$ cat src/rtl/dcn_pkg.sv
// Shared types, constants and the group reading function for the Chinese numeral unit.
// No dependencies; every other file in this folder imports this package.
`timescale 1ns / 1ps
`default_nettype none

package dcn_pkg;

   localparam int MAX_DIGITS   = 8;
   localparam int DIGIT_W      = 4;
   localparam int COUNT_W      = 4;
   localparam int BCD_W        = 32;
   localparam int GROUP_DIGITS = 4;
   localparam int GROUP_W      = GROUP_DIGITS * DIGIT_W;
   localparam int GROUP_SLOTS  = 7;
   localparam int ENTRY_SLOTS  = 2 * GROUP_SLOTS + 1;
   localparam int SIZE_W       = 3;

   typedef logic [DIGIT_W-1:0] token_type;

   localparam token_type TOK_ZERO     = 4'd0;
   localparam token_type TOK_NINE     = 4'd9;
   localparam token_type TOK_ONE      = 4'd1;
   localparam token_type TOK_TEN      = 4'd10;
   localparam token_type TOK_HUNDRED  = 4'd11;
   localparam token_type TOK_THOUSAND = 4'd12;
   localparam token_type TOK_WAN      = 4'd13;

   typedef struct packed {
      logic [BCD_W-1:0]   bcd_digits;
      logic [COUNT_W-1:0] digit_count;
   } req_type;

   typedef struct packed {
      token_type token;
      logic      last;
   } rsp_type;

   // Slots of one group: even slots hold digit words, odd slots the unit after them.
   typedef struct packed {
      token_type [GROUP_SLOTS-1:0] tok;
      logic [GROUP_SLOTS-1:0]      keep;
   } group_type;

   // Upper group, then wan, then lower group; slot 0 is spoken first.
   typedef struct packed {
      token_type [ENTRY_SLOTS-1:0] tok;
      logic [ENTRY_SLOTS-1:0]      keep;
   } entry_type;

   typedef struct packed {
      logic full;
      logic empty;
   } queue_status_type;

   function automatic token_type sat_digit(input logic [DIGIT_W-1:0] nib);
      sat_digit = (nib > TOK_NINE) ? TOK_NINE : nib;
   endfunction

   // Reads the lowest size digits of nib as a group, right aligned in the slots.
   function automatic group_type read_group(input logic [GROUP_W-1:0] nib,
                                            input logic [SIZE_W-1:0]  size);
      group_type                    g;
      token_type [GROUP_DIGITS-1:0] d;
      logic                         zp;
      logic [1:0]                   lastz;
      for (int p = 0; p < GROUP_DIGITS; p++) begin
         d[p] = sat_digit(nib[(GROUP_DIGITS-1-p)*DIGIT_W +: DIGIT_W]);
      end
      g.tok[0] = d[0];
      g.tok[1] = TOK_THOUSAND;
      g.tok[2] = d[1];
      g.tok[3] = TOK_HUNDRED;
      g.tok[4] = d[2];
      g.tok[5] = TOK_TEN;
      g.tok[6] = d[3];
      g.keep   = '0;
      zp       = 1'b0;
      lastz    = 2'd0;
      case (size)
         3'd1: begin
            g.keep[6] = 1'b1;
         end
         3'd2: begin
            // A leading one before ten is not spoken.
            g.keep[4] = (d[2] != TOK_ZERO) && (d[2] != TOK_ONE);
            g.keep[5] = (d[2] != TOK_ZERO);
            g.keep[6] = (d[3] != TOK_ZERO);
         end
         3'd3: begin
            g.keep[2] = 1'b1;
            g.keep[3] = 1'b1;
            g.keep[4] = (d[2] != TOK_ZERO) || (d[3] != TOK_ZERO);
            g.keep[5] = (d[2] != TOK_ZERO);
            g.keep[6] = (d[3] != TOK_ZERO);
         end
         default: begin
            for (int p = 0; p < GROUP_DIGITS - 1; p++) begin
               if (d[p] != TOK_ZERO) begin
                  g.keep[2*p]   = 1'b1;
                  g.keep[2*p+1] = 1'b1;
                  zp            = 1'b0;
               end else if (!zp) begin
                  g.keep[2*p] = 1'b1;
                  zp          = 1'b1;
                  lastz       = 2'(p);
               end
            end
            if (d[3] != TOK_ZERO) begin
               g.keep[6] = 1'b1;
            end else if (zp) begin
               // A zero word that would end the group is removed.
               g.keep[{lastz, 1'b0}] = 1'b0;
            end
         end
      endcase
      return g;
   endfunction

endpackage

`default_nettype wire

$ cat src/rtl/dcn_front.sv
// Front end: takes a request, splits it into digit groups and builds the slot mask.
// Depends on dcn_pkg.
`timescale 1ns / 1ps
`default_nettype none

module dcn_front (
   input  wire                        req_valid,
   output logic                       req_stall,
   input  dcn_pkg::req_type           req_payload,
   input  dcn_pkg::queue_status_type  q_status,
   output logic                       push,
   output dcn_pkg::entry_type         push_entry
);
   import dcn_pkg::*;

   logic [COUNT_W-1:0] cnt;
   logic               split;
   logic [GROUP_W-1:0] head_nib;
   logic [SIZE_W-1:0]  head_size;
   group_type          upper;
   group_type          lower;

   always_comb begin
      cnt = req_payload.digit_count;
      if (cnt == '0) begin
         cnt = COUNT_W'(1);
      end else if (cnt > COUNT_W'(MAX_DIGITS)) begin
         cnt = COUNT_W'(MAX_DIGITS);
      end
   end

   assign split     = (cnt > COUNT_W'(GROUP_DIGITS));
   assign head_nib  = split ? req_payload.bcd_digits[BCD_W-1:GROUP_W]
                            : req_payload.bcd_digits[GROUP_W-1:0];
   assign head_size = split ? SIZE_W'(cnt - COUNT_W'(GROUP_DIGITS)) : SIZE_W'(cnt);

   assign upper = read_group(head_nib, head_size);
   assign lower = read_group(req_payload.bcd_digits[GROUP_W-1:0], SIZE_W'(GROUP_DIGITS));

   always_comb begin
      push_entry.tok  = {lower.tok, TOK_WAN, upper.tok};
      push_entry.keep = {(split ? lower.keep : {GROUP_SLOTS{1'b0}}), split, upper.keep};
   end

   // A request that reads as nothing is taken but never queued.
   assign req_stall = q_status.full;
   assign push      = req_valid && !q_status.full && (push_entry.keep != '0);

endmodule

`default_nettype wire

$ cat src/rtl/dcn_queue.sv
// Two-entry queue of decoded readings between the front end and the token sequencer.
// Depends on dcn_pkg.
`timescale 1ns / 1ps
`default_nettype none

module dcn_queue (
   input  wire                        clock,
   input  wire                        reset,
   input  wire                        push,
   input  dcn_pkg::entry_type         push_entry,
   input  wire                        pop,
   output dcn_pkg::entry_type         head_entry,
   output dcn_pkg::queue_status_type  q_status
);
   import dcn_pkg::*;

   entry_type  mem_ff [2];
   logic       wr_ptr_ff;
   logic       wr_ptr_in;
   logic       rd_ptr_ff;
   logic       rd_ptr_in;
   logic [1:0] count_ff;
   logic [1:0] count_in;
   logic       do_push;
   logic       do_pop;

   assign q_status.full  = (count_ff == 2'd2);
   assign q_status.empty = (count_ff == 2'd0);
   assign do_push        = push && !q_status.full;
   assign do_pop         = pop && !q_status.empty;
   assign head_entry     = mem_ff[rd_ptr_ff];

   always_comb begin
      wr_ptr_in = do_push ? !wr_ptr_ff : wr_ptr_ff;
      rd_ptr_in = do_pop ? !rd_ptr_ff : rd_ptr_ff;
      count_in  = count_ff + 2'(do_push) - 2'(do_pop);
   end

   always_ff @(posedge clock) begin
      if (reset) begin
         wr_ptr_ff <= 1'b0;
         rd_ptr_ff <= 1'b0;
         count_ff  <= 2'd0;
      end else begin
         wr_ptr_ff <= wr_ptr_in;
         rd_ptr_ff <= rd_ptr_in;
         count_ff  <= count_in;
      end
   end

   always_ff @(posedge clock) begin
      if (do_push) begin
         mem_ff[wr_ptr_ff] <= push_entry;
      end
   end

endmodule

`default_nettype wire

$ cat src/rtl/dcn_back.sv
// Back end: walks the slot mask of the queued reading and sends one token a cycle while rsp_stall is low.
// Depends on dcn_pkg.
`timescale 1ns / 1ps
`default_nettype none

module dcn_back (
   input  wire                        clock,
   input  wire                        reset,
   input  dcn_pkg::queue_status_type  q_status,
   input  dcn_pkg::entry_type         head_entry,
   output logic                       pop,
   output logic                       rsp_valid,
   input  wire                        rsp_stall,
   output dcn_pkg::rsp_type           rsp_payload
);
   import dcn_pkg::*;

   logic [ENTRY_SLOTS-1:0]      mask_ff;
   logic [ENTRY_SLOTS-1:0]      mask_in;
   token_type [ENTRY_SLOTS-1:0] tok_ff;
   token_type [ENTRY_SLOTS-1:0] tok_in;
   logic                        rsp_valid_ff;
   logic                        rsp_valid_in;
   rsp_type                     rsp_ff;
   rsp_type                     rsp_in;
   logic [ENTRY_SLOTS-1:0]      first_hot;
   logic [ENTRY_SLOTS-1:0]      rest;
   token_type                   sel_tok;
   logic                        can_emit;
   logic                        emit;

   assign first_hot = mask_ff & (~mask_ff + ENTRY_SLOTS'(1));
   assign rest      = mask_ff & ~first_hot;

   always_comb begin
      sel_tok = TOK_ZERO;
      for (int i = 0; i < ENTRY_SLOTS; i++) begin
         sel_tok = sel_tok | (tok_ff[i] & {DIGIT_W{first_hot[i]}});
      end
   end

   assign can_emit = !rsp_valid_ff || !rsp_stall;
   assign emit     = can_emit && (mask_ff != '0);
   // The next reading loads as soon as the current one sends its final token.
   assign pop      = !q_status.empty && ((mask_ff == '0) || (emit && (rest == '0)));

   always_comb begin
      mask_in      = mask_ff;
      tok_in       = tok_ff;
      rsp_valid_in = rsp_valid_ff;
      rsp_in       = rsp_ff;
      if (pop) begin
         mask_in = head_entry.keep;
         tok_in  = head_entry.tok;
      end else if (emit) begin
         mask_in = rest;
      end
      if (can_emit) begin
         rsp_valid_in = emit;
      end
      if (emit) begin
         rsp_in.token = sel_tok;
         rsp_in.last  = (rest == '0);
      end
   end

   always_ff @(posedge clock) begin
      if (reset) begin
         mask_ff      <= '0;
         rsp_valid_ff <= 1'b0;
      end else begin
         mask_ff      <= mask_in;
         rsp_valid_ff <= rsp_valid_in;
      end
   end

   always_ff @(posedge clock) begin
      tok_ff <= tok_in;
      rsp_ff <= rsp_in;
   end

   assign rsp_valid   = rsp_valid_ff;
   assign rsp_payload = rsp_ff;

endmodule

`default_nettype wire

$ cat src/rtl/decimal_to_chinese_numeral_unit.sv
// Chinese numeral reading unit: one request of up to eight BCD digits in, its tokens out.
// Path: an accepted request passes the queue, the sequencer mask and the output register before rsp_valid.
// Throughput: one token per cycle while rsp_stall is low; the token sequencer loads the next request as
// the last token is sent, and a new request is accepted every cycle while the two-entry queue has room.
// Reset: synchronous, active high; clears the queue, the sequencer mask and the output valid flag.
// Depends on dcn_pkg, dcn_front, dcn_queue and dcn_back.
`timescale 1ns / 1ps
`default_nettype none

module decimal_to_chinese_numeral_unit (
   input  wire                clock,
   input  wire                reset,
   input  wire                req_valid,
   output logic               req_stall,
   input  dcn_pkg::req_type   req_payload,
   output logic               rsp_valid,
   input  wire                rsp_stall,
   output dcn_pkg::rsp_type   rsp_payload
);
   import dcn_pkg::*;

   queue_status_type q_status;
   entry_type        push_entry;
   entry_type        head_entry;
   logic             push;
   logic             pop;

   dcn_front u_front (
      .req_valid   (req_valid),
      .req_stall   (req_stall),
      .req_payload (req_payload),
      .q_status    (q_status),
      .push        (push),
      .push_entry  (push_entry)
   );

   dcn_queue u_queue (
      .clock      (clock),
      .reset      (reset),
      .push       (push),
      .push_entry (push_entry),
      .pop        (pop),
      .head_entry (head_entry),
      .q_status   (q_status)
   );

   dcn_back u_back (
      .clock       (clock),
      .reset       (reset),
      .q_status    (q_status),
      .head_entry  (head_entry),
      .pop         (pop),
      .rsp_valid   (rsp_valid),
      .rsp_stall   (rsp_stall),
      .rsp_payload (rsp_payload)
   );

endmodule

`default_nettype wire

$ cat config.mk
export PLATFORM = sky130hd
export DESIGN_NAME = decimal_to_chinese_numeral_unit
export DESIGN_NICKNAME = d
export VERILOG_FILES = /design/src/rtl/dcn_pkg.sv /design/src/rtl/dcn_front.sv /design/src/rtl/dcn_queue.sv /design/src/rtl/dcn_back.sv /design/src/rtl/decimal_to_chinese_numeral_unit.sv
export SDC_FILE = /design/constraint.sdc
export NUM_CORES = 1
export LEC_CHECK = 0
export BUFFER_PORTS_ARGS = -buffer_cell sky130_fd_sc_hd__buf_2
export CAP_MARGIN = 40
export CORE_MARGIN = 1.5
export CORE_UTILIZATION = 55
export DETAILED_ROUTE_END_ITERATION = 10
export PLACE_DENSITY = 0.73
export SETUP_SLACK_MARGIN = 0.1
export SLEW_MARGIN = 15
export SYNTH_ARGS = -nofsm -noshare
export SYNTH_HDL_FRONTEND = slang
export SYNTH_SLANG_ARGS = --single-unit
export TNS_END_PERCENT = 10
$ cat constraint.sdc
create_clock -name clock -period 6.5 [get_ports clock]
set_input_delay 1.625 -clock clock [delete_from_list [all_inputs] [get_ports clock]]
set_output_delay 1.625 -clock clock [all_outputs]
set_load 0.01 [all_outputs]
==> reports/metrics.yaml, run 1 <==
worst_setup_path:
  worstPathMaxFanout: 26
  critical_path.startpoint_type: "input pin"
  reg2reg_from: "u_back.mask_ff[2]"
  worstSetupStartpoint: "req_payload[2]"
  cp-end-kind: "flop"
  critPathArrivalTime_ns: 4.10
  critPathKind: "input pin to flop"
  cp_data_required_time_ns: 6.61
synth:
  ys_ff_latch: 152
  postSynthCellCount: 530
  ys_seq_area_frac: 0.643
  synth.avg_cell_area_um2: 12.8
  ys_types: 57
  syn_area_um2: 6780
  yosysWarnings: 0
  synth_nets: 572
  synth_edf_count: 131
  yosys_most_used_dff: "edfxtp_1"
  synth-async-reset-ratio: 0
flow_run:
  drv_cap: 0
route:
  wl_per_cell_um: 19.5
  vias: 4543
  drc: 0
  ant_nets: 0
  drtPass1Iterations: 5
  drt_iter0_drc: 494
  wirelength_mm: 14.4
  viasPerCell: 6.16
layout:
  drive_gt1_frac: 0.244
  ff_latch_area_um2: 4360
  multi_input_area_um2: 2260
  fin_util: 0.655
  syn_to_final_growth_pct: 16.0
  fill_cells: 878
  final_area_um2: 7860
  fin_nets: 619
  antenna_cells: 0
placement:
  port_buffers: 46
  hpwl_mm: 9.95
  dpl-instance-area_um2: 7180
  gp_congestion: 0.798
clock_network:
  cts_tree: "done"
  htreeDepth: 4
  ctsResizeCount: 0
  ctsLongestPathBuffers: 2
  cts_hold_buf: 0
  cts_buffers: 17
  cts_setup_buffers: 0
  clk_latency_ns: 0.43
  cts.sink_count: 152
  cts_root_buf: "clkbuf_16"
  clk_pin_slew_worst_paths_ns: 0.06
grt:
  grt.total_usage: 0.237
  grt_pass1_wl_mm: 22.6
  grt_pass1_vias: 4235
  antenna_found_initial: 0
  grt_overflow: 0
  grt_max_degree: 49
min_path:
  min_from: "u_queue.mem_ff[1][43]"
  hp-class: "flop to flop"
sta:
  finalClockSkew_ns: 0.00698
  fmax_ghz: 0.251
  tightest_slew_ns: 0.889
  whs_ns: 0.548
  drv_slew: 0
  tns_ns: 0
  report.final.hold_viol_count: 0
  post-route-period-util: 0.614
  min_period_ns: 3.99
  rsz0062_at_grt: "no"
  slew-limit-headroom: 0.402
  finalSetupViolCount: 0
floorplan:
  ios: 47
  die_area_um2: 13000
  core_area_um2: 12000
  initial_core_util: 0.564
  fp-row-count: 40
  die_w_um: 114
  die_h_um: 114
pwr:
  ir_drop_uv: 191
  total_power_uw: 3680
  p_per_area_nw_per_um2: 468
  power_leakage_uw: 0.00280
status:
  outcome: "completed"
worst max-delay path: stages:
cell and delay [ns]:
buf_2 0.16, o21a_1 0.19, nor2_2 0.05, inv_1 0.54, o211ai_1 0.22, a31oi_1 0.40, nor2b_4 0.40, buf_12 0.24
buf_4 0.26
flip-flops by register name, summed over array words and instances (netlist names), named ones only:
signal	cells
u_back.tok_ff	32
u_queue.mem_ff	94
u_queue.count_ff	2
u_queue.rd_ptr_ff	1
u_back.rsp_valid	1
u_queue.wr_ptr_ff	1
u_back.rsp_payload	5
u_back.mask_ff	15
synthesized netlist by cell type (all sizes together) (10+ instances only):
cell type  instances  area, um2
inv               13       48.8
nor2b             11       68.8
dfxtp             21        420
o31ai             12       95.1
nor4              10       62.6
nand2             62        233
mux2              35        394
edfxtp           131       3930
o21ai             13       65.1
nor2              31        116
a31oi             14       93.8
nand3             11       60.1
mux2i             15        150
a21oi             20        100
clkbuf            21       78.8
cells in the final DEF (no fill, tap or decap), types with 10 or more instances in the layout:
| cell | instances |
|---|---|
| edfxtp_1 | 131 |
| nand2_1 | 62 |
| buf_2 | 47 |
| mux2_2 | 35 |
| nor2_1 | 30 |
| a21oi_1 | 20 |
| dfxtp_1 | 20 |
| clkbuf_16 | 17 |
| mux2i_1 | 15 |
| inv_1 | 13 |
| o21ai_0 | 13 |
| a31oi_1 | 13 |
| o31ai_1 | 11 |
| nor4_1 | 10 |
| nand3_1 | 10 |
| nor2b_1 | 10 |
per-stage QoR:
stage / std cells / setup WS (ns)
floorplan: 530 / 1.25
global placement: 699 / 1.87
detailed placement: 704 / 2.12
CTS: 736 / 2.42
global route: 737 / 2.33
finish: 737 / 2.51
logic make-up after synthesis:
kind of cell / Yosys count / share of synthesized area
simple gates: 167 / 0.121
flops: 152 / 0.643
compound gates: 111 / 0.118
mux: 50 / 0.0803
buf+inv: 42 / 0.0255
xor+xnor: 4 / 0.00517
fa+ha+maj: 4 / 0.00665
worst paths after layout:
check,end,slack (ns),depth (start not counted)
worst max-delay path,u_queue.mem_ff[0][43],2.51,9
worst min-delay path,u_back.tok_ff[56],0.55,1
worst max register to register,u_queue.count_ff[1],2.82,12
worst min register to register,u_back.tok_ff[56],0.55,1
power breakdown:
| part | switching, uW | total, uW | internal [uW] | leakage [uW] |
|---|---|---|---|---|
| Clock | 377 | 1100 | 721 | 0.000323 |
| Sequential | 126 | 1540 | 1410 | 0.00139 |
| Combinational | 655 | 1050 | 392 | 0.00108 |
cell type report:
| type | instances | area share |
|---|---|---|
| repair buffers | 57 | 0.0449 |
| clock inverters | 12 | 0.0286 |
| well taps | 147 | 0.0234 |
| flip-flops and latches | 152 | 0.554 |
| inverters | 13 | 0.00621 |
| clock buffers | 20 | 0.0555 |
| multi-input cells | 336 | 0.287 |
layer usage:
metal | up-vias | part of all wire | track usage
met5 | - | 0 | 0
met4 | 0 | 0.024 | 0.0933
met3 | 23 | 0.053 | 0.0638
met2 | 143 | 0.46 | 0.356
met1 | 2242 | 0.46 | 0.330
li1 | 2135 | - | -
Note: power is estimated with default switching activity, not from simulation.
==> run 2: changes to the inputs <==
==> constraint.sdc (replaced) <==
create_clock -name clock -period 4 [get_ports clock]
set_input_delay 1 -clock clock [delete_from_list [all_inputs] [get_ports clock]]
set_output_delay 1 -clock clock [all_outputs]
set_load 0.01 [all_outputs]
==> run 2 against run 1 <==
Compared with the run above:
- non-clock buffer count increased by 5
- clock power is 44% higher
- highest routed layer unchanged
- total power increased by 58%
- wire length rose by 1.9%
- largest power group unchanged
- sequential share of layout area is 0.26 points higher
- worst setup slack lost 1.9 ns
- via count rose by 0.31%
- final cell count rose by 0.68%
==> reports/metrics.yaml, run 2 (synthesis results as in run 1) <==
grt:
  grt_max_degree: 48  # -2.0%
  grt_pass1_vias: 4308  # +1.7%
  antenna_found_initial: 0  # unchanged
  grt_pass1_wl_mm: 23.2  # +2.9%
  grt_overflow: 0  # unchanged
  grt.total_usage: 0.242  # +0.00513
layout:
  final_common_cell: "edfxtp_1"
  layout_common_cells: "edfxtp_1, nand2_1, buf_2"
  largest_reg_flops: 94  # unchanged
  fin_nets: 624  # +0.81%
  drive_gt1_frac: 0.255  # +0.0114
  multi_input_area_um2: 2260  # unchanged
  stdcell_count: 742  # +0.68%
  fill_cells: 876  # -0.23%
  largest_registers: "u_queue.mem_ff x94, u_back.tok_ff x32, u_back.mask_ff x15"
  antenna_cells: 0  # unchanged
  ff_latch_area_um2: 4360  # unchanged
  syn_to_final_growth_pct: 15.5
  top_register: "u_queue.mem_ff"
worst_setup_path:
  crit_path_cell_trace: "or4_4 -> or3_4 -> or3_2 -> a211oi_1 -> a31o_2 -> ha_1 -> inv_1 -> ha_1 -> xnor2_1 -> xnor2_1 -> nor2_1"
  cp-end-kind: "flop"
  critPathKind: "flop to flop"
  critical_path.startpoint_type: "flop"
  worstPathMaxFanout: 12  # -54%
  cp_slowest_stage_delay_ns: 0.62  # +0.08 ns
  cpMaxStageDelayCell: "or4_4"
  critPathArrivalTime_ns: 3.69  # -0.41 ns
  cp_data_required_time_ns: 4.29  # -2.32 ns
sta:
  tightest_slew_ns: 0.763  # -0.126 ns
  tns_ns: 0  # unchanged
  fmax_ghz: 0.294
  report.final.hold_viol_count: 0  # unchanged
  finalSetupViolCount: 0  # unchanged
  post-route-period-util: 0.849
  min_period_ns: 3.40
  slew-limit-headroom: 0.486  # +0.0839
  rsz0062_at_grt: "no"
  finalClockSkew_ns: 0.0101  # +0.00309 ns
  drv_slew: 0  # unchanged
floorplan:
  core_area_um2: 12000  # unchanged
  fp-row-count: 40  # unchanged
  die_w_um: 114  # unchanged
  die_area_um2: 13000  # unchanged
  ios: 47  # unchanged
  die_h_um: 114  # unchanged
  initial_core_util: 0.564  # unchanged
clock_network:
  clk_latency_ns: 0.42  # about the same
  cts_tree: "done"
  cts_root_buf: "clkbuf_16"
  cts_hold_buf: 0  # unchanged
  htreeDepth: 4  # unchanged
  cts_setup_buffers: 0  # unchanged
  cts.sink_count: 152  # unchanged
  ctsLongestPathBuffers: 2  # unchanged
  clk_pin_slew_worst_paths_ns: 0.06  # about the same
  cts_buffers: 17  # unchanged
  ctsResizeCount: 0  # unchanged
route:
  wl_per_cell_um: 19.7  # +1.2%
  drtPass1Iterations: 5  # unchanged
  vias: 4557  # +0.31%
  drc: 0  # unchanged
  drt_iter0_drc: 399  # -19%
  wirelength_mm: 14.6  # +1.9%
  viasPerCell: 6.14  # -0.37%
  ant_nets: 0  # unchanged
status:
  outcome: "completed"
placement:
  port_buffers: 46  # unchanged
  hpwl_mm: 10.2  # +2.3%
  gp_congestion: 0.969  # +21%
  place_inst: 709  # +0.71%
min_path:
  hp-class: "flop to flop"
pwr:
  ir_drop_uv: 371  # +94%
  power_leakage_uw: 0.00277  # -0.77%
  p_per_area_nw_per_um2: 742  # +58%
flow_run:
  drv_cap: 0  # unchanged
## run 2: cell count changes in the layout (fill, tap and decap cells not counted)
| cell | delta |
|---|---|
| clkdlybuf4s18_2 | -2 |
| clkbuf_1 | -3 |
| buf_2 | -1 |
| clkinv_2 | -2 |
| inv_6 | +3 |
| buf_4 | +7 |
| clkinv_4 | +1 |
| bufinv_16 | -4 |
| clkinvlp_4 | +5 |
| clkbuf_2 | +1 |
## run 2: layout make-up
class | instances | share of cell area
clock inverters | 15 | 0.0214
well taps | 147 | 0.0235
repair buffers | 62 | 0.0492
multi-input cells | 336 | 0.289
inverters | 13 | 0.00624
flip-flops and latches | 152 | 0.557
clock buffers | 17 | 0.0544
## run 2: per-stage QoR
stage	power (uW)	instance area, um2	worst slack (ns)	hold WS [ns]	utilization
global route	6090	7830	0.505	0.559	0.652
floorplan	3690	6780	0.253	0.511	-
finish	5810	7830	0.604	0.550	0.652
detailed placement	4230	7230	0.655	0.532	0.602
global placement	4150	7210	0.696	0.530	0.600
CTS	5810	7820	0.625	0.553	0.651
## run 2: worst paths after layout
| check | start | endpoint | depth (start not counted) | slack, ns |
|---|---|---|---|---|
| max | u_back.mask_ff[2] | u_queue.count_ff[1] | 11 | 0.60 |
| min | u_queue.mem_ff[0][43] | u_back.tok_ff[56] | 1 | 0.55 |
| max reg2reg | u_back.mask_ff[2] | u_queue.count_ff[1] | 11 | 0.60 |
| min reg2reg | u_queue.mem_ff[0][43] | u_back.tok_ff[56] | 1 | 0.55 |
## run 2: critical path: cells and delay by family, from the launching register on
family | cells | cell delay, ns
buf+inv | 1 | 0.06
flops | 1 | 0.42
fa+ha+maj | 2 | 0.37
simple gates | 4 | 1.67
compound gates | 2 | 0.48
xor+xnor | 2 | 0.26
## run 2: layer usage
metal  vias to the layer above  global-route usage  part of all wire
li1                       2146                   -                 -
met1                      2223               0.344              0.44
met2                       172               0.365              0.47
met3                        16              0.0616             0.071
met4                         0              0.0825             0.019
met5                         -                   0                 0
## run 2: power breakdown
| group | switching [uW] | internal, uW | total (uW) |
|---|---|---|---|
| combinational | 1070 | 642 | 1710 |
| sequential | 221 | 2290 | 2520 |
| clock | 653 | 928 | 1580 |
